[config.mk]
export PLATFORM = sky130hd
export DESIGN_NAME = i2c_target_register_bank
export DESIGN_NICKNAME = d
export VERILOG_FILES = /design/src/rtl/core/i2c_rb_pkg.sv /design/src/rtl/core/i2c_rb_ctrl.sv /design/src/rtl/core/i2c_rb_dp.sv /design/src/rtl/core/i2c_target_register_bank.sv
export SDC_FILE = /design/constraint.sdc
export NUM_CORES = 1
export LEC_CHECK = 0
export BUFFER_PORTS_ARGS = -buffer_cell sky130_fd_sc_hd__buf_2
export CAP_MARGIN = 20
export CORE_ASPECT_RATIO = 0.8
export CORE_MARGIN = 2
export CORE_UTILIZATION = 60
export CTS_CLUSTER_DIAMETER = 60
export DETAILED_ROUTE_END_ITERATION = 10
export GPL_TIMING_DRIVEN = 0
export PLACE_DENSITY_LB_ADDON = 0.15
export SLEW_MARGIN = 0
export SYNTH_ARGS = -nofsm -noshare
export SYNTH_HDL_FRONTEND = slang
export SYNTH_SLANG_ARGS = --single-unit
[constraint.sdc]
create_clock -name clk -period 4.25 [get_ports clk]
set_input_delay 0.425 -clock clk [delete_from_list [all_inputs] [get_ports clk]]
set_output_delay 0.425 -clock clk [all_outputs]
set_load 0.005 [all_outputs]
[src/rtl/core/i2c_rb_pkg.sv]
// ----------------------------------------------------------------------------
// i2c_rb_pkg
// shared types, codes and constants of the i2c target register bank
// ----------------------------------------------------------------------------
package i2c_rb_pkg;

	// bank geometry
	localparam int BANK_DEPTH = 16;
	localparam int PTR_W      = (BANK_DEPTH > 1) ? $clog2(BANK_DEPTH) : 1;

	// stream widths
	localparam int IN_DATA_W  = 16;
	localparam int IN_USER_W  = 2;
	localparam int OUT_DATA_W = 56;
	localparam int OUT_USER_W = 1;
	localparam int CNT_W      = 16;

	// bus event codes
	typedef enum logic [1:0] {
		OP_ADDR = 2'd0,
		OP_DATA = 2'd1,
		OP_SENT = 2'd2
	} op_t;

	// write phase after an address match
	typedef enum logic [1:0] {
		PH_IDLE    = 2'd0,
		PH_CAPTURE = 2'd1,
		PH_STORE   = 2'd2
	} phase_t;

	// controller states
	typedef enum logic {
		ST_IDLE = 1'b0,
		ST_EXEC = 1'b1
	} state_t;

	// controller to datapath commands
	typedef struct packed {
		logic capture;
		logic commit;
	} rb_cmd_t;

	typedef logic [PTR_W-1:0] ptr_t;
	typedef ptr_t wrap_tab_t [256];

	// byte value reduced modulo the bank depth, built at elaboration
	function automatic wrap_tab_t build_wrap_tab();
		wrap_tab_t t;
		for (int i = 0; i < 256; i++) begin
			t[i] = PTR_W'(i % BANK_DEPTH);
		end
		return t;
	endfunction

	localparam wrap_tab_t WRAP_TAB = build_wrap_tab();

endpackage

[src/rtl/core/i2c_rb_ctrl.sv]
// ----------------------------------------------------------------------------
// i2c_rb_ctrl
// sequencer: takes one beat, executes it, holds the result beat until taken
// ----------------------------------------------------------------------------
module i2c_rb_ctrl (
	input  logic                clk,
	input  logic                arst_n,
	input  logic                in_valid,
	output logic                in_ready,
	output logic                out_valid,
	input  logic                out_ready,
	output i2c_rb_pkg::rb_cmd_t cmd
);

	i2c_rb_pkg::state_t state_q, state_nxt;
	logic               out_valid_q;
	logic               out_free;

	assign out_free = !out_valid_q || out_ready;

	always_comb begin
		state_nxt = state_q;
		unique case (state_q)
			i2c_rb_pkg::ST_IDLE: if (in_valid) state_nxt = i2c_rb_pkg::ST_EXEC;
			i2c_rb_pkg::ST_EXEC: if (out_free) state_nxt = i2c_rb_pkg::ST_IDLE;
			default:             state_nxt = i2c_rb_pkg::ST_IDLE;
		endcase
	end

	always_comb begin
		in_ready    = 1'b0;
		cmd.capture = 1'b0;
		cmd.commit  = 1'b0;
		unique case (state_q)
			i2c_rb_pkg::ST_IDLE: begin
				in_ready    = 1'b1;
				cmd.capture = in_valid;
			end
			i2c_rb_pkg::ST_EXEC: cmd.commit = out_free;
			default: ;
		endcase
	end

	always_ff @(posedge clk or negedge arst_n) begin
		if (!arst_n) begin
			state_q     <= i2c_rb_pkg::ST_IDLE;
			out_valid_q <= 1'b0;
		end else begin
			state_q <= state_nxt;
			if (cmd.commit)     out_valid_q <= 1'b1;
			else if (out_ready) out_valid_q <= 1'b0;
		end
	end

	assign out_valid = out_valid_q;

endmodule

[src/rtl/core/i2c_rb_dp.sv]
// ----------------------------------------------------------------------------
// i2c_rb_dp
// datapath: bank memory, pointer, write phase, event counters, result register
// ----------------------------------------------------------------------------
module i2c_rb_dp (
	input  logic                                  clk,
	input  logic                                  arst_n,
	input  i2c_rb_pkg::rb_cmd_t                   cmd,
	input  logic [i2c_rb_pkg::IN_DATA_W-1:0]      in_data,
	input  logic [i2c_rb_pkg::IN_USER_W-1:0]      in_user,
	output logic [i2c_rb_pkg::OUT_DATA_W-1:0]     out_data,
	output logic [i2c_rb_pkg::OUT_USER_W-1:0]     out_user
);

	localparam int D = i2c_rb_pkg::BANK_DEPTH;
	localparam int W = i2c_rb_pkg::PTR_W;
	localparam int C = i2c_rb_pkg::CNT_W;

	// bank storage, entries read as zero until first written
	logic [7:0] mem [D];
	logic       wr_ok_q [D];

	// captured item
	i2c_rb_pkg::op_t op_q;
	logic            dir_q;
	logic [7:0]      rxb_q;
	logic            nack_q;

	// bank read issued at capture
	logic [7:0] rd_byte_q;
	logic       rd_ok_q;

	// architectural state
	i2c_rb_pkg::ptr_t   ptr_q, ptr_nxt, ptr_inc;
	logic               last_dir_q, last_dir_nxt;
	i2c_rb_pkg::phase_t phase_q, phase_nxt;
	logic [C-1:0]       rx_cnt_q, rx_cnt_nxt;
	logic [C-1:0]       tx_cnt_q, tx_cnt_nxt;
	logic [C-1:0]       nack_cnt_q, nack_cnt_nxt;
	logic               send_nxt, mem_we;

	// result register
	logic         res_send_q;
	logic [7:0]   res_byte_q;
	logic [C-1:0] res_rx_q, res_tx_q, res_nack_q;

	assign ptr_inc = (ptr_q == W'(D - 1)) ? '0 : ptr_q + W'(1);

	always_comb begin
		ptr_nxt      = ptr_q;
		last_dir_nxt = last_dir_q;
		phase_nxt    = phase_q;
		rx_cnt_nxt   = rx_cnt_q;
		tx_cnt_nxt   = tx_cnt_q;
		nack_cnt_nxt = nack_cnt_q;
		send_nxt     = 1'b0;
		mem_we       = 1'b0;
		unique case (op_q)
			i2c_rb_pkg::OP_ADDR: begin
				rx_cnt_nxt   = rx_cnt_q + C'(1);
				last_dir_nxt = dir_q;
				if (!dir_q) begin
					phase_nxt = i2c_rb_pkg::PH_CAPTURE;
					ptr_nxt   = '0;
				end else begin
					send_nxt = 1'b1;
					ptr_nxt  = ptr_inc;
				end
			end
			i2c_rb_pkg::OP_DATA: begin
				rx_cnt_nxt = rx_cnt_q + C'(1);
				if (!last_dir_q) begin
					case (phase_q)
						i2c_rb_pkg::PH_CAPTURE: begin
							ptr_nxt   = i2c_rb_pkg::WRAP_TAB[rxb_q];
							phase_nxt = i2c_rb_pkg::PH_STORE;
						end
						i2c_rb_pkg::PH_STORE: begin
							mem_we  = 1'b1;
							ptr_nxt = ptr_inc;
						end
						default: ;
					endcase
				end
			end
			i2c_rb_pkg::OP_SENT: begin
				tx_cnt_nxt = tx_cnt_q + C'(1);
				if (!nack_q) begin
					send_nxt = 1'b1;
					ptr_nxt  = ptr_inc;
				end else begin
					nack_cnt_nxt = nack_cnt_q + C'(1);
				end
			end
			default: ;
		endcase
	end

	// payload capture and bank read at the pointer
	always_ff @(posedge clk) begin
		if (cmd.capture) begin
			op_q      <= i2c_rb_pkg::op_t'(in_user);
			dir_q     <= in_data[0];
			rxb_q     <= in_data[8:1];
			nack_q    <= in_data[9];
			rd_byte_q <= mem[ptr_q];
			rd_ok_q   <= wr_ok_q[ptr_q];
		end
		if (cmd.commit && mem_we) mem[ptr_q] <= rxb_q;
	end

	always_ff @(posedge clk or negedge arst_n) begin
		if (!arst_n) begin
			for (int i = 0; i < D; i++) wr_ok_q[i] <= 1'b0;
			ptr_q      <= '0;
			last_dir_q <= 1'b0;
			phase_q    <= i2c_rb_pkg::PH_IDLE;
			rx_cnt_q   <= '0;
			tx_cnt_q   <= '0;
			nack_cnt_q <= '0;
		end else if (cmd.commit) begin
			if (mem_we) wr_ok_q[ptr_q] <= 1'b1;
			ptr_q      <= ptr_nxt;
			last_dir_q <= last_dir_nxt;
			phase_q    <= phase_nxt;
			rx_cnt_q   <= rx_cnt_nxt;
			tx_cnt_q   <= tx_cnt_nxt;
			nack_cnt_q <= nack_cnt_nxt;
		end
	end

	always_ff @(posedge clk) begin
		if (cmd.commit) begin
			res_send_q <= send_nxt;
			res_byte_q <= (send_nxt && rd_ok_q) ? rd_byte_q : 8'h00;
			res_rx_q   <= rx_cnt_nxt;
			res_tx_q   <= tx_cnt_nxt;
			res_nack_q <= nack_cnt_nxt;
		end
	end

	assign out_data = {res_nack_q, res_tx_q, res_rx_q, res_byte_q};
	assign out_user = res_send_q;

endmodule

[src/rtl/core/i2c_target_register_bank.sv]
// ----------------------------------------------------------------------------
// i2c_target_register_bank
// byte register bank behind an i2c target, stepped by one bus event per beat
// ----------------------------------------------------------------------------
// Each input beat is one bus event: an address match (with direction), a
// received data byte, or a transmit-done (with ack/nack). A write match clears
// the pointer and arms pointer capture; the first data byte then sets the
// pointer (modulo the bank depth) and later bytes are stored with
// auto-increment. A read match or an acknowledged transmit returns the bank
// byte at the pointer and advances it; a nacked transmit bumps the nack count.
// Every event returns exactly one result beat with the send flag, send byte
// and the three wrapping 16-bit event counters. An event is handled in two
// steps: the beat is captured and the bank read at the pointer, then the
// event executes and loads the result register; no new event is taken
// until the current one has executed. A result still waiting downstream does not
// block the next capture; only execution waits for the result register to
// drain. The bank reads as zero after reset with no clearing pass.
// ----------------------------------------------------------------------------
module i2c_target_register_bank (
	input  logic        clk,
	input  logic        arst_n,
	// input events
	input  logic        s_axis_tvalid,
	output logic        s_axis_tready,
	input  logic [15:0] s_axis_tdata,  // dir_read[0], rx_byte[8:1], got_nack[9], zero pad
	input  logic [1:0]  s_axis_tuser,  // op[1:0]
	// results
	output logic        m_axis_tvalid,
	input  logic        m_axis_tready,
	output logic [55:0] m_axis_tdata,  // send_byte[7:0], rx_events[23:8],
	                                   // tx_events[39:24], nack_events[55:40]
	output logic [0:0]  m_axis_tuser   // send_valid[0]
);

	// command bundle from the sequencer to the datapath
	i2c_rb_pkg::rb_cmd_t cmd;

	// sequencer: idle/execute, owns both handshakes
	i2c_rb_ctrl u_ctrl (
		.clk       (clk),
		.arst_n    (arst_n),
		.in_valid  (s_axis_tvalid),
		.in_ready  (s_axis_tready),
		.out_valid (m_axis_tvalid),
		.out_ready (m_axis_tready),
		.cmd       (cmd)
	);

	// datapath: bank, pointer, phase, counters and the result register
	i2c_rb_dp u_dp (
		.clk      (clk),
		.arst_n   (arst_n),
		.cmd      (cmd),
		.in_data  (s_axis_tdata),
		.in_user  (s_axis_tuser),
		.out_data (m_axis_tdata),
		.out_user (m_axis_tuser)
	);

endmodule

==> impl_results.md, run 1 <==
* Largest stage delay on the critical path at 0.63 ns
* Number of register bits inferred by synthesis at 279
* Proportion of layout cells with a drive suffix above 1 at 22.39%
* Via count at 6107
* Most used flip-flop cell after synthesis: edfxtp_1
* Startpoint type of the worst setup path: flip-flop
* Grt total ovfl at 0
* Post-DR vias/cell at 5.729
* Number of synthesis warnings at 0
* Max_slew headroom at 31.54%
* Worst-case setup slack after placement at 1.370 ns
* Floorplan die area at 20050 um2
* Cell Area, Placed at 12090 um2
* Worst reg-to-reg setup slack at 1.44 ns
* Largest net degree at the start of global routing at 72
* Async SR Flop Fraction at 26.16%
* Count of flip-flops with a built-in enable after synthesis at 206
* Status: finished, final reports clean
* Clock latency reported for the late side of the worst-skew pair at 0.54 ns
* Type of the worst setup path: reg -> reg
* Remaining antenna violation count at 0
* Dominant delay contributor by cell family on the critical path: buffers and inverters
* Routed wire length at 21300 um
* Worst-case reg-to-reg path depth at 4
* Post-Syn Instances at 688
* Average footprint of a synthesized cell at 16.50 um2
* Register area share after synthesis at 70.58%
* Number of gates resized after CTS at 0
* Type of the worst min-delay path: in -> reg
* Library cell used as clock root buffer: clkbuf_16
* Number of global-route vias before repair at 6070
* Post-route worst hold slack at 0.05955 ns
* Antenna diodes at 0
* Sink Count at 279
* Wire per inst at 19.98 um
* DPL Wire Length at 14030 um
* Die W at 157.8 um
* Minimum setup slack in the final design at 1.438 ns
* Count of H-tree levels built during CTS at 1
* Data required, critical path at 4.51 ns
* Area growth from synthesis to layout at 13.84%
* Initial antenna violation count at 0
* Met3 Wirelength at 1675 um
* CORE AREA at 18330 um2
* # port buffers at 74
* Met2 Wirelength at 9497 um
* Achievable Freq at 355.6 MHz
* Post-route fraction of the period consumed by the critical path at 66.17%
* Standard-cell rows at 44
* Most common cell after layout, fill and taps aside: edfxtp_1
* Final Hold Vio Count at 0
* Buffer depth of the longest clock path at 3
* Overall die height at 127.0 um
* Fill cell count at 1175
* Initial DRT Pass Iterations at 5
* Worst endpoint data arrival time at 3.07 ns
* Number of nets in the synthesized netlist at 720
* WP buf/inv at 2
* Cell accounting for the most synthesized area: edfxtp_1
* Maximum clock skew at final layout at 0.01620 ns
* Finished Cell Area at 12920 um2
* Worst Path Max Fanout at 10
* WL met1 at 9841 um
* Post-route DRC at 0
* Wire length of the first global-routing pass at 34090 um
* Num ports at 81
* Total number of nets in the final design at 825
* Highest Signal Layer: met4
* Effective utilization at floorplan at 61.93%
* Worst Hold Depth at 1
* Violation count after the first detailed-route iteration at 618
* Ordered list of cells on the worst path: clkbuf_1 -> clkbuf_1 -> mux4_2 -> mux4_2
* Cell area power density at 588.9 nW/um2
* Overall fraction of global-route tracks in use at 22.51%
* Max-cap violations at 0
* TritonCTS buffer count at 26
* Clock tree from TritonCTS: done
* Setup total negative slack at 0 ns
* Setup repair after global routing missed its margin: false
* Fin crit period at 2.812 ns
* Setup-violating endpoint count in the final report at 0
* Top library cells by usage in the layout, fill and taps aside: edfxtp_1, buf_2, dfrtp_1
* Distinct cell type count of the synthesized netlist at 45
* Pin slew with the least headroom to its limit at 1.018 ns
* Leakage at 4.896 nW
* Cell type of the slowest stage on the worst timing path: clkbuf_1
* Sort of element at the end of the critical path: flip-flop
* Max Transition Viols Final at 0
* Largest vdd supply drop at 0.0003408 V
* Cell depth of the worst setup path at 4
* Cell area after synthesis at 11350 um2
* Total chip power at 0.007612 W
* Area share of the leading cell type in the synthesized netlist at 54.49%
* Final estimated routing congestion in global placement at 0.8569
* Clock slew at the register clock pins of the worst setup and hold paths at 0.06 ns
* Largest cells by area after synthesis: edfxtp_1, dfrtp_1, mux4_2, xnor2_1, xor2_1
synthesized netlist by cell type, drive strengths merged (2+ instances only):
cell type	n
or3	2
inv	15
o21bai	16
nor2	39
a21oi	5
dfrtp	73
mux4	45
mux2	6
and4	3
buf	14
a221oi	2
or2	2
nor4	4
o21ai	8
xor2	32
nand4	17
xnor2	59
nor2b	3
nand2b	3
clkbuf	13
nand3	25
nor3	12
ha	10
edfxtp	206
and3	15
a31oi	2
nand2	48
routing by layer:
layer,global-route usage [%],up-vias
li1,-,2797
met1,36.65,3043
met2,32.56,238
met3,4.376,29
met4,4.225,0
met5,0,-
metrics by stage:
step           util [%]  std cells
6_report          70.50       1066
5_1_grt           70.50       1066
4_1_cts           70.50       1066
3_5_place_dp      65.96       1017
3_3_place_gp      65.68       1015
2_1_floorplan         -        688
power by group:
part           internal, W  leakage (nW)  switching, W
registers          0.00342          2.88      0.000246
logic             0.000753          1.62      0.000975
clock network      0.00127         0.402      0.000955
kinds of logic after synthesis:
group	after synthesis	synth area share, %
adders and majority gates	10	1.102
AOI/OAI and AO/OA	39	2.347
muxes	51	9.522
and+or+nand+nor	176	7.770
xor gates and xnor gates	91	7.020
buffers and inverters	42	1.664
DFF	279	70.58
final cells by class:
cell class	count	area [um2]	area share [%]
Timing Repair Buffer	77	425.4	3.291
Buffer	27	136.4	1.055
Sequential cell	279	8013	61.99
Multi-Input combinational cell	367	3154	24.40
Tap cell	253	316.6	2.449
Inverter	15	56.30	0.4356
Clock inverter	10	86.33	0.6680
Clock buffer	38	737.0	5.702
state kept, by name, indices dropped and copies added, names as in the netlist, 2 cells and up:
name             cells
u_dp.mem           128
u_dp.nack_cnt_q     16
u_dp.res_nack_q     16
u_dp.res_rx_q       16
u_dp.res_tx_q       16
u_dp.rx_cnt_q       16
u_dp.tx_cnt_q       16
u_dp.wr_ok_q        16
u_dp.rd_byte_q       8
u_dp.res_byte_q      8
u_dp.rxb_q           8
u_dp.ptr_q           4
u_dp.op_q            2
u_dp.phase_q         2
timing repair:
action / CTS / global route
endpoints found under the hold margin: 73 / 0
endpoints found under the setup margin: 0 / 0
hold buffers: 1 / 0
buffers inserted: 0 / 0
worst paths after layout:
check	start	end
setup / recovery	u_dp.ptr_q[1]$_DFFE_PN0P_	u_dp.rd_byte_q[1]$_DFFE_PP_
hold / removal	s_axis_tdata[5]	u_dp.rxb_q[4]$_DFFE_PP_
setup reg to reg	u_dp.ptr_q[1]$_DFFE_PN0P_	u_dp.rd_byte_q[1]$_DFFE_PP_
hold reg to reg	u_dp.wr_ok_q[4]$_DFFE_PN0P_	u_dp.wr_ok_q[4]$_DFFE_PN0P_
max in group asynchronous	arst_n	u_dp.rx_cnt_q[13]$_DFFE_PN0P_
min in group asynchronous	arst_n	u_dp.nack_cnt_q[10]$_DFFE_PN0P_
(Power assumes the default switching activity.)
==> run 2, diff against run 1 <==
--- a/config.mk
+++ b/config.mk
@@ -5,6 +5,7 @@
 export SDC_FILE = /design/constraint.sdc
 export NUM_CORES = 1
 export LEC_CHECK = 0
+export ABC_AREA = 1
 export BUFFER_PORTS_ARGS = -buffer_cell sky130_fd_sc_hd__buf_2
 export CAP_MARGIN = 20
 export CORE_ASPECT_RATIO = 0.8
==> constraint.sdc (replaced) <==
create_clock -name clk -period 2.9 [get_ports clk]
set_input_delay 0.29 -clock clk [delete_from_list [all_inputs] [get_ports clk]]
set_output_delay 0.29 -clock clk [all_outputs]
set_load 0.005 [all_outputs]
==> run 2 against run 1 <==
  * Sequential share of layout area fell by 3.2 points
  * First-iteration DRC count rose by 36%
  * Die area rose by 3.1%
==> impl_results.md, run 2 <==
* Hold Crit Start: m_axis_tready
* Cell type of the slowest stage on the worst timing path: nor2_1
* Worst reg-to-reg setup slack at 0.08 ns
* Achievable Freq at 354.5 MHz
* Largest cells by area after synthesis: edfxtp_1, dfrtp_1, nand2_1, o21ai_0, nor2_1
* FF-to-FF End: u_dp.mem[12][2]$_DFFE_PP_
* Top cell types by occurrence after synthesis: nand2_1, edfxtp_1, o21ai_0, nor2_1, inv_1
* Sort of element at the end of the critical path: flip-flop
* Distinct cell type count of the synthesized netlist at 31
* DPL Wire Length at 17780 um
* Area share of the leading cell type in the synthesized netlist at 52.80%
* Cell area power density at 950.0 nW/um2
* Routed wire length at 26660 um
* Setup-violating endpoint count in the final report at 0
* Setup repair bufs after CTS at 0
* Most common cell after layout, fill and taps aside: nand2_1
* Average footprint of a synthesized cell at 10.84 um2
* Final estimated routing congestion in global placement at 0.9278
* Buffer depth of the longest clock path at 3
* # port buffers at 74
* Dominant delay contributor by cell family on the critical path: simple AND/OR/NAND/NOR gates
* WP buf/inv at 3
* Maximum clock skew at final layout at 0.01067 ns
* Floorplan die area at 20670 um2
* Cell area after synthesis at 11720 um2
* Number of synthesis warnings at 0
* Number of nets in the synthesized netlist at 1113
* Wire length of the first global-routing pass at 41540 um
* Worst endpoint data arrival time at 2.98 ns
* Worst Hold Depth at 4
* Register area share after synthesis at 68.39%
* Status: finished, final reports clean
* Leakage at 5.551 nW
* Max_slew headroom at 37.41%
* Clock slew at the register clock pins of the worst setup and hold paths at 0.06 ns
* Die W at 160.2 um
* FF-to-FF Start: u_dp.ptr_q[0]$_DFFE_PN0P_
* Endpoint, Worst Hold: u_ctrl.out_valid$_DFFE_PN0P_
* Total number of nets in the final design at 1233
* Type of the worst min-delay path: in -> reg
* Count of H-tree levels built during CTS at 1
* Async SR Flop Fraction at 26.16%
* Final Hold Vio Count at 0
* Most used flip-flop cell after synthesis: edfxtp_1
* Post-route worst hold slack at 0.03765 ns
* Worst Path Max Fanout at 11
* Remaining antenna violation count at 0
* Pin slew with the least headroom to its limit at 0.9353 ns
* Max Transition Viols Final at 0
* Startpoint type of the worst setup path: flip-flop
* Effective utilization at floorplan at 61.56%
* Grt total ovfl at 0
* Violation count after the first detailed-route iteration at 840
* Max reg flops at 128
* Data required, critical path at 3.06 ns
* Num ports at 81
* Largest net degree at the start of global routing at 66
* CORE AREA at 19030 um2
* Via count at 8374
* Overall fraction of global-route tracks in use at 26.08%
* Wire per inst at 18.00 um
* Leading cell type by number of instances after synthesis: nand2_1
* Setup repair after global routing missed its margin: true
* Overall die height at 129.0 um
* Antenna diodes at 0
* TritonCTS buffer count at 28
* Finished Cell Area at 13630 um2
* Number of global-route vias before repair at 7945
* Clock latency reported for the late side of the worst-skew pair at 0.54 ns
* Initial DRT Pass Iterations at 5
* Largest stage delay on the critical path at 0.74 ns
* Largest vdd supply drop at 0.0006787 V
* Initial antenna violation count at 0
* Sink Count at 279
* Ordered list of cells on the worst path: inv_1 -> buf_2 -> buf_1 -> ha_1 -> nand2_1 -> nor2_1
* Worst-case reg-to-reg path depth at 6
* Fin crit period at 2.821 ns
* Type of the worst setup path: reg -> reg
* Library cell used as clock root buffer: clkbuf_16
* Top library cells by usage in the layout, fill and taps aside: nand2_1, edfxtp_1, o21ai_0
* Number of register bits inferred by synthesis at 279
* Post-DR vias/cell at 5.654
* Proportion of layout cells with a drive suffix above 1 at 12.59%
* Count of flip-flops with a built-in enable after synthesis at 206
* Post-route fraction of the period consumed by the critical path at 97.26%
* Register name with the most flops: u_dp.mem
* Standard-cell rows at 45
* Post-route DRC at 0
* Area growth from synthesis to layout at 16.32%
* Post-Syn Instances at 1081
* Cell Area, Placed at 12480 um2
* Max-cap violations at 0
* Clock tree from TritonCTS: done
* Cell accounting for the most synthesized area: edfxtp_1
run 2: kinds of logic (layout without fill, tap and decap cells):
group / count (synthesis) / in the layout / synth area share, %
AO/OA/AOI/OAI: 179 / 179 / 8.052
flip-flops: 279 / 279 / 68.39
adder cells (fa/ha/maj): 10 / 10 / 1.068
buffers and inverters: 139 / 281 / 4.720
XOR/XNOR: 23 / 23 / 1.719
AND/OR/NAND/NOR: 451 / 451 / 16.05
run 2: repair_timing:
| action | CTS | global route |
|---|---|---|
| endpoints found under the hold margin | 85 | 0 |
| endpoints found under the setup margin | 0 | 32 |
| hold buffers | 13 | 0 |
| gates resized for setup | 0 | 1 |
run 2: worst max path at each step:
| stage | startpoint | slack (ns) | depth (start not counted) | endpoint |
|---|---|---|---|---|
| 2_1_floorplan | u_dp.op_q[1]$_DFFE_PP_ | 0.77 | 7 | u_dp.mem[10][0]$_DFFE_PP_ |
| 3_3_place_gp | u_dp.ptr_q[0]$_DFFE_PN0P_ | 0.16 | 6 | u_dp.mem[0][7]$_DFFE_PP_ |
| 3_5_place_dp | u_dp.ptr_q[0]$_DFFE_PN0P_ | 0.14 | 6 | u_dp.mem[4][6]$_DFFE_PP_ |
| 4_1_cts | u_dp.ptr_q[0]$_DFFE_PN0P_ | 0.12 | 6 | u_dp.mem[4][5]$_DFFE_PP_ |
| 5_1_grt | u_dp.ptr_q[0]$_DFFE_PN0P_ | -0.08 | 6 | u_dp.mem[4][5]$_DFFE_PP_ |
| 6_report | u_dp.ptr_q[0]$_DFFE_PN0P_ | 0.08 | 6 | u_dp.mem[12][2]$_DFFE_PP_ |
run 2: metrics by stage:
| step | TNS (ns) | utilization (%) | power, W | instances | worst slack, ns |
|---|---|---|---|---|---|
| 2_1_floorplan | 0 | - | 0.007542 | 1081 | 0.7667 |
| 3_3_place_gp | 0 | 65.21 | 0.008864 | 1413 | 0.1632 |
| 3_5_place_dp | 0 | 65.56 | 0.008986 | 1416 | 0.1401 |
| 4_1_cts | 0 | 71.60 | 0.01292 | 1481 | 0.1222 |
| 5_1_grt | -1.528 | 71.61 | 0.01352 | 1481 | -0.08276 |
| 6_report | 0 | 71.61 | 0.01295 | 1481 | 0.07944 |
run 2: tightest hold or removal path, stage by stage:
cell,delay [ns]
buf_2,0.07
inv_1,0.03
nand2_1,0.08
nand2_1,0.06
run 2: area by class of cell:
class | instances | area [um2]
inverters | 101 | 379.1
multi-input cells | 663 | 3156
well taps | 258 | 322.8
repair buffers | 90 | 565.5
plain buffers | 38 | 173.9
flip-flops and latches | 279 | 8013
clock buffers | 36 | 782.0
fillers | 1393 | 5403
clock inverters | 16 | 236.5
run 2: where the power goes:
group / switching [W] / leakage, nW / internal [W]
Clock: 0.00149 / 0.493 / 0.00244
Combinational: 0.00243 / 2.20 / 0.00102
Sequential: 0.000415 / 2.86 / 0.00515
Total: 0.00434 / 5.55 / 0.00861
run 2: layer usage:
layer / up-vias / wire length (um) / GRT usage [%]
met5: - / 0 / 0
met4: 0 / 633 / 7.790
met3: 56 / 2579 / 6.351
met2: 393 / 11720 / 39.01
met1: 4016 / 11730 / 38.65
li1: 3909 / - / -
